File: config.mk
export PLATFORM = sky130hd
export DESIGN_NAME = rdm_request_receiver_top
export DESIGN_NICKNAME = d
export VERILOG_FILES = /design/src/hdl/rdm_rx_pkg.sv /design/src/hdl/rdm_request_receiver_top.sv
export SDC_FILE = /design/constraint.sdc
export NUM_CORES = 1
export LEC_CHECK = 0
export BUFFER_PORTS_ARGS = -buffer_cell sky130_fd_sc_hd__buf_2
export CELL_PAD_IN_SITES_DETAIL_PLACEMENT = 0
export CELL_PAD_IN_SITES_GLOBAL_PLACEMENT = 1
export CORE_MARGIN = 3
export CORE_UTILIZATION = 25
export DETAILED_ROUTE_END_ITERATION = 10
export GPL_ROUTABILITY_DRIVEN = 0
export PLACE_DENSITY = 0.52
export SLEW_MARGIN = 20
export SYNTH_ARGS = -nofsm -noshare
export SYNTH_HDL_FRONTEND = slang
export SYNTH_SLANG_ARGS = --single-unit
File: constraint.sdc
create_clock -name clock -period 7.8 [get_ports clock]
set_input_delay 0.39 -clock clock [delete_from_list [all_inputs] [get_ports clock]]
set_output_delay 0.39 -clock clock [all_outputs]
set_load 0.005 [all_outputs]
File: src/hdl/rdm_rx_pkg.sv
// -----------------------------------------------------------------------------
// rdm_rx_pkg
// Shared types and constants for the RDM request receiver.
// -----------------------------------------------------------------------------
package rdm_rx_pkg;

   localparam logic [7:0] START_CODE         = 8'hCC;
   localparam logic [7:0] SUB_START_CODE     = 8'h01;
   localparam logic [7:0] MIN_MESSAGE_LENGTH = 8'd24;
   localparam logic [7:0] MAX_PARAM_BYTES    = 8'd231;
   localparam logic [8:0] POS_MAX            = 9'd511;
   localparam logic [8:0] POS_LAST_SHORT     = 9'd25;
   localparam logic [8:0] POS_FIRST_DATA     = 9'd24;
   localparam logic [8:0] POS_FIRST_HEADER   = 9'd15;
   localparam int         HEADER_BYTES       = 9;

   // register indexes (byte address 8*i)
   localparam logic REG_OWN_UID = 1'b0;
   localparam logic REG_MFR_ID  = 1'b1;

   // result word kinds
   localparam logic KIND_DATA    = 1'b0;
   localparam logic KIND_SUMMARY = 1'b1;

   // frame status codes
   localparam logic [2:0] STATUS_OK        = 3'd0;
   localparam logic [2:0] STATUS_SHORT     = 3'd1;
   localparam logic [2:0] STATUS_START     = 3'd2;
   localparam logic [2:0] STATUS_SUBSTART  = 3'd3;
   localparam logic [2:0] STATUS_LENGTH    = 3'd4;
   localparam logic [2:0] STATUS_NOT_ADDR  = 3'd5;
   localparam logic [2:0] STATUS_CHECKSUM  = 3'd6;

   typedef struct packed {
      logic [7:0] rx_byte;
      logic       end_of_frame;
   } req_word_type;

   typedef struct packed {
      logic        item_kind;
      logic [7:0]  data_value;
      logic [7:0]  data_offset;
      logic [47:0] source_uid;
      logic [7:0]  transaction_num;
      logic [7:0]  port_or_response;
      logic [7:0]  queued_messages;
      logic [15:0] subdevice_num;
      logic [7:0]  command_class;
      logic [15:0] parameter_id;
      logic [7:0]  data_length;
      logic [2:0]  frame_status;
   } rsp_word_type;

endpackage

File: src/hdl/rdm_request_receiver_top.sv
// -----------------------------------------------------------------------------
// rdm_request_receiver_top
// RDM request frame parser: checks codes, length, destination and checksum,
// emits parameter data bytes and one summary word per frame.
// -----------------------------------------------------------------------------
// latency: a result word is valid in the cycle after its input byte is taken
// throughput: one byte per cycle while rsp_ready holds; the output register
//   frees itself in the same cycle it is drained, so bytes stream without gaps
// reset: synchronous, clears frame state, registers and the output valid flag
// frame state is also cleared after every byte marked end of frame
module rdm_request_receiver_top (
   input  logic                        clock,
   input  logic                        reset,
   input  logic                        req_valid,
   output logic                        req_ready,
   input  rdm_rx_pkg::req_word_type    req_data,
   output logic                        rsp_valid,
   input  logic                        rsp_ready,
   output rdm_rx_pkg::rsp_word_type    rsp_data,
   input  logic                        csr_psel,
   input  logic                        csr_penable,
   input  logic                        csr_pwrite,
   input  logic [3:0]                  csr_paddr,
   input  logic [63:0]                 csr_pwdata,
   output logic [63:0]                 csr_prdata,
   output logic                        csr_pready
);
   import rdm_rx_pkg::*;

   // configuration
   logic [47:0] own_uid_ff;
   logic [15:0] mfr_id_ff;
   logic        csr_write;

   // frame state
   logic [8:0]  pos_ff, pos_in;
   logic [15:0] sum_ff, sum_in;
   logic [7:0]  msg_len_ff, msg_len_in;
   logic [47:0] dest_ff, dest_in;
   logic [47:0] src_ff, src_in;
   logic [7:0]  hdr_ff [HEADER_BYTES];
   logic [7:0]  hdr_in [HEADER_BYTES];
   logic [15:0] rx_sum_ff, rx_sum_in;
   logic [1:0]  code_err_ff, code_err_in;

   // output register
   logic         rsp_valid_ff, rsp_valid_in;
   rsp_word_type rsp_data_ff, rsp_data_in;

   logic       req_fire;
   logic [7:0] b;
   logic       addressed;
   logic       emit_data;
   logic [7:0] data_idx;
   logic [2:0] status;

   assign csr_pready = 1'b1;
   assign csr_write  = csr_psel && csr_penable && csr_pwrite;
   assign csr_prdata = (csr_paddr[3] == REG_MFR_ID) ? {48'd0, mfr_id_ff}
                                                    : {16'd0, own_uid_ff};

   always_ff @(posedge clock) begin
      if (reset) begin
         own_uid_ff <= '0;
         mfr_id_ff  <= '0;
      end else if (csr_write) begin
         unique case (csr_paddr[3])
            REG_OWN_UID: own_uid_ff <= csr_pwdata[47:0];
            REG_MFR_ID:  mfr_id_ff  <= csr_pwdata[15:0];
            default:     own_uid_ff <= own_uid_ff;
         endcase
      end
   end

   assign req_ready = !rsp_valid_ff || rsp_ready;
   assign req_fire  = req_valid && req_ready;
   assign b         = req_data.rx_byte;
   assign data_idx  = pos_ff[7:0] - POS_FIRST_DATA[7:0];

   // destination is settled by the time data or the summary are decided
   assign addressed = (dest_ff == own_uid_ff) || (dest_ff == {48{1'b1}}) ||
                      (dest_ff == {mfr_id_ff, 32'hFFFF_FFFF});

   // per-byte state update
   always_comb begin
      code_err_in = code_err_ff;
      msg_len_in  = msg_len_ff;
      sum_in      = sum_ff;
      dest_in     = dest_ff;
      src_in      = src_ff;
      rx_sum_in   = rx_sum_ff;
      for (int k = 0; k < HEADER_BYTES; k++) begin
         hdr_in[k] = hdr_ff[k];
         if (pos_ff == POS_FIRST_HEADER + 9'(k)) hdr_in[k] = b;
      end
      if (pos_ff == 9'd0 && b != START_CODE)     code_err_in[0] = 1'b1;
      if (pos_ff == 9'd1 && b != SUB_START_CODE) code_err_in[1] = 1'b1;
      if (pos_ff == 9'd2) msg_len_in = b;
      if (pos_ff < 9'd3 || pos_ff < {1'b0, msg_len_ff}) sum_in = sum_ff + {8'd0, b};
      if (pos_ff >= 9'd3 && pos_ff <= 9'd8)  dest_in = {dest_ff[39:0], b};
      if (pos_ff >= 9'd9 && pos_ff <= 9'd14) src_in  = {src_ff[39:0], b};
      if (pos_ff >= 9'd3 && pos_ff == {1'b0, msg_len_ff})
         rx_sum_in[15:8] = b;
      if (pos_ff >= 9'd3 && pos_ff == {1'b0, msg_len_ff} + 9'd1)
         rx_sum_in[7:0] = b;
      pos_in = (pos_ff < POS_MAX) ? pos_ff + 9'd1 : pos_ff;
   end

   assign emit_data = (pos_ff >= POS_FIRST_DATA) && (pos_ff < {1'b0, msg_len_ff}) &&
                      (code_err_ff == 2'b00) && addressed &&
                      (data_idx < hdr_ff[8]) && (data_idx < MAX_PARAM_BYTES);

   // status priority: short, start, sub-start, length, address, checksum
   always_comb begin
      if (pos_ff < POS_LAST_SHORT)
         status = STATUS_SHORT;
      else if (code_err_in[0])
         status = STATUS_START;
      else if (code_err_in[1])
         status = STATUS_SUBSTART;
      else if (msg_len_in < MIN_MESSAGE_LENGTH || {1'b0, msg_len_in} > pos_ff - 9'd1)
         status = STATUS_LENGTH;
      else if (!addressed)
         status = STATUS_NOT_ADDR;
      else if (rx_sum_in != sum_in)
         status = STATUS_CHECKSUM;
      else
         status = STATUS_OK;
   end

   always_comb begin
      rsp_data_in = '0;
      if (req_data.end_of_frame) begin
         rsp_data_in.item_kind        = KIND_SUMMARY;
         rsp_data_in.source_uid       = src_in;
         rsp_data_in.transaction_num  = hdr_in[0];
         rsp_data_in.port_or_response = hdr_in[1];
         rsp_data_in.queued_messages  = hdr_in[2];
         rsp_data_in.subdevice_num    = {hdr_in[3], hdr_in[4]};
         rsp_data_in.command_class    = hdr_in[5];
         rsp_data_in.parameter_id     = {hdr_in[6], hdr_in[7]};
         rsp_data_in.data_length      = hdr_in[8];
         rsp_data_in.frame_status     = status;
      end else begin
         rsp_data_in.item_kind   = KIND_DATA;
         rsp_data_in.data_value  = b;
         rsp_data_in.data_offset = data_idx;
      end
   end

   always_comb begin
      rsp_valid_in = rsp_valid_ff && !rsp_ready;
      if (req_fire) rsp_valid_in = req_data.end_of_frame || emit_data;
   end

   always_ff @(posedge clock) begin
      if (reset || (req_fire && req_data.end_of_frame)) begin
         pos_ff      <= '0;
         sum_ff      <= '0;
         msg_len_ff  <= '0;
         dest_ff     <= '0;
         src_ff      <= '0;
         rx_sum_ff   <= '0;
         code_err_ff <= '0;
         for (int k = 0; k < HEADER_BYTES; k++) hdr_ff[k] <= '0;
      end else if (req_fire) begin
         pos_ff      <= pos_in;
         sum_ff      <= sum_in;
         msg_len_ff  <= msg_len_in;
         dest_ff     <= dest_in;
         src_ff      <= src_in;
         rx_sum_ff   <= rx_sum_in;
         code_err_ff <= code_err_in;
         for (int k = 0; k < HEADER_BYTES; k++) hdr_ff[k] <= hdr_in[k];
      end
   end

   always_ff @(posedge clock) begin
      if (reset) begin
         rsp_valid_ff <= 1'b0;
      end else begin
         rsp_valid_ff <= rsp_valid_in;
      end
   end

   always_ff @(posedge clock) begin
      if (req_fire) rsp_data_ff <= rsp_data_in;
   end

   assign rsp_valid = rsp_valid_ff;
   assign rsp_data  = rsp_data_ff;

   a_frame_end_clears: assert property (@(posedge clock) disable iff (reset)
      req_fire && req_data.end_of_frame |=> pos_ff == 9'd0 && code_err_ff == 2'b00)
      else $error("frame state not cleared after end of frame");

   a_offset_in_range: assert property (@(posedge clock) disable iff (reset)
      rsp_valid && rsp_data.item_kind == KIND_DATA |->
         rsp_data.data_offset < MAX_PARAM_BYTES)
      else $error("data offset beyond parameter data limit");

   a_summary_no_data: assert property (@(posedge clock) disable iff (reset)
      rsp_valid && rsp_data.item_kind == KIND_SUMMARY |->
         rsp_data.data_value == 8'd0 && rsp_data.data_offset == 8'd0)
      else $error("summary word carries data fields");

   a_ready_when_empty: assert property (@(posedge clock) disable iff (reset)
      !rsp_valid_ff |-> req_ready)
      else $error("input stalled with empty output register");

endmodule
==> summary.txt <==
Largest family of logic cells by synthesized area: simple AND/OR/NAND/NOR gates
Post-synth EDFFs: 212
Fill count: 8128
Vias in the first global route: 14.64k
Highest metal used: met4
Clock Pin Slew Worst Setup and Hold Paths: 0.06 ns
Area share of the largest cell type after synthesis: 0.3235
Reg2Reg Setup Slack: 3.42 ns
Setup_tns: 0 ns
Layout cells sized above 1: 0.1808
Post-synthesis cell count: 1939
Clk_lat worst skew: 0.59 ns
Worst R2R Path Depth: 12
Overflow after GRT: 0
Compound-Gate Fraction of Synth Area: 0.1150
Number of nets with antenna violations after routing: 0
Fin crit share: 0.5618
Routed wl met2: 28980 um
Max-cap violations: 0
Max frequency: 0.2282 GHz
Final HPWL DP: 42290 um
Die H: 286.6 um
Ys async rst share: 0
H-tree level count: 2
Post-CTS setup buffers: 0
TritonRoute pass-1 iters: 5
CP Launch Type: flop
Sequential Area: 10610 um2
Initial antenna violation count: 2
Critical path peak fanout: 14
Core area: 77720 um2
Least-Margin Pin Slew: 1.153 ns
Worst Hold Class: input pin to flop
CTS Buf Count: 52
DR iter-0 viols: 944
Crit path launch: pos_ff[4]
Final WL: 64080 um
Routed vias/inst: 4.563
Synth unique cells: 64
CP max stage cell: nor2_1
CTS sink count: 424
Placed Area: 22010 um2
Critical path class: flop to flop
Register area share after synthesis: 0.5391
Count of buffers from port buffering: 254
PnR worst setup slack: 3.418 ns
Initial core utilization: 0.2532
Dpl ws: 3.445 ns
Metal-1 WL: 30050 um
Layout area overhead: 21.51%
First-pass GRT wire length: 95420 um
Post-DR wirelength/cell: 19.69 um
Synth Flop Type: edfxtp_1
Crit end category: flop
Commonest cells after routing, fill and taps aside: 384 x nand2_1, 253 x buf_2, 212 x dfxtp_1, 212 x edfxtp_1, 135 x a21oi_1
Final Max Tran Viols: 0
CTS tree: built
Layout Nets: 2299
#FFs+latches synth: 424
Overall Global Routing Usage: 0.1519
Status: complete, no violations
Post-layout util: 0.3077
Largest net degree at the start of global routing: 94
Area of the multi-input gates: 8478 um2
Die X-Extent: 286.6 um
Setup crit end: rsp_data[2]
Worst EP arrival: 4.72 ns
Synth top area cells: edfxtp_1 32%, dfxtp_1 22%, nand2_1 7.3%
Final instance area: 23920 um2
Post-CTS Resized: 0
Die area: 82130 um2
Synth warn: 0
R2R Path Start: pos_ff[4]
Tot Pwr: 5.390 mW
Slew headroom: 0.2232
Vias post-DR: 14.85k
Post-synthesis simple-gate area fraction: 0.1684
Syn_area_per_cell: 10.15 um2
Worst r2r dst: rsp_data[2]
Worst-path cell chain: inv_1, ha_1, inv_1, a221oi_1, a221oi_1, nand4_1, nor2_1, nor2_1, or4_4, nor4_4, nand3_1, o21ba_1
Commonest non-fill, non-tap cell in the layout: nand2_1
WP data required: 8.14 ns
Max Clock Skew: 0.02186 ns
Setup repair after global routing missed its margin: false
Num ports: 291
Max clock buf depth: 3
Pleak: 9.444 nW
Synthesized cell area: 19680 um2
Count of final setup violators: 0
Fin. Hold Viols: 0
Dominant cell type by area after synthesis: edfxtp_1
Routed met3 length: 3609 um
XOR/XNOR Fraction of Synth Area: 0.05416
CP peak stage delay: 0.79 ns
PD cells: 225.4 nW/um2
VDD IR max: 0.0001525 V
Mux share of post-synthesis cell area: 0.06039
Core Rows: 102
DRC violation count after routing: 0
Minimum clock period: 4.382 ns
Root Buffer Master: clkbuf_16
Post-Synth Adder-Cell Area: 0.02708
-- final cells by class --
cell class,instances,area share
Antenna cell,2,0.0002093
Timing Repair Buffer,298,0.06916
Clock buffer,67,0.05933
Tap cell,1040,0.05441
Sequential cell,424,0.4437
Inverter,32,0.005284
Clock inverter,27,0.01345
Multi-Input combinational cell,1365,0.3545
-- cell families after synthesis --
kind of cell | after synthesis
and+or+nand+nor | 727
AOI/OAI and AO/OA | 343
buffers and inverters | 165
DFF | 424
other | 2
muxes | 116
adders and majority gates | 42
xor gates and xnor gates | 120
-- state kept, by name (all words and copies together), names as in the netlist --
| name | cells |
|---|---|
| rsp_data | 140 |
| hdr_ff | 72 |
| dest_ff | 48 |
| own_uid_ff | 48 |
| src_ff | 48 |
| mfr_id_ff | 16 |
| rx_sum_ff | 16 |
| sum_ff | 16 |
| pos_ff | 9 |
| msg_len_ff | 8 |
| code_err_ff | 2 |
| rsp_valid | 1 |
-- worst min path at each step --
| stage | from | to | cells after the start |
|---|---|---|---|
| 6_report | csr_pwdata[37] | own_uid_ff[37] | 3 |
| 5_1_grt | csr_pwdata[31] | own_uid_ff[31] | 3 |
| 4_1_cts | csr_pwdata[0] | mfr_id_ff[0] | 3 |
| 3_5_place_dp | src_ff[43] | src_ff[43] | 1 |
| 3_3_place_gp | src_ff[42] | src_ff[42] | 1 |
| 2_1_floorplan | rx_sum_ff[0] | rx_sum_ff[0] | 1 |
-- cells in the mapped netlist (8+ instances only) --
library cell  number
nor2_1           112
buf_4             17
xnor2_1           85
nand4_1           34
o21a_1             8
mux2_2            22
a21boi_0          48
dfxtp_1          212
clkbuf_1         102
a22o_1            68
inv_1             30
ha_1              41
nor3_1            14
mux2i_1           94
nand3_1           13
edfxtp_1         212
o21ai_0           34
nand2_1          385
nor4_1            16
nor2b_1          121
a21oi_1          135
xor2_1            34
-- where the power goes --
part | switching [mW] | leakage (nW) | internal [mW]
logic | 0.277 | 4.66 | 0.156
registers | 0.0360 | 3.94 | 2.42
clock network | 0.988 | 0.847 | 1.51
-- repair_timing --
item | CTS | global route
hold buffers | 15 | 0
setup endpoints to repair | 0 | 0
endpoints found under the hold margin | 15 | 0
-- metrics by stage --
step           std cells  hold WS [ns]
4_1_cts             3253     0.0003730
6_report            3255       0.04854
2_1_floorplan       1954        0.4417
5_1_grt             3253       0.01473
3_3_place_gp        3143        0.4572
3_5_place_dp        3144        0.4542
-- layer usage --
layer	vias up	track usage
li1	7201	-
met4	0	0.04171
met1	7198	0.2118
met3	87	0.03137
met5	-	0
met2	368	0.2380
-- worst max-delay path, delay by kind of cell, from the launching register on --
family                   cells  cell delay [ns]
flip-flops                   1             0.72
AND/OR/NAND/NOR              6             2.10
AO/OA/AOI/OAI                3             0.71
adder cells (fa/ha/maj)      1             0.27
buffers and inverters        2             0.32
(Power assumes the default switching activity.)
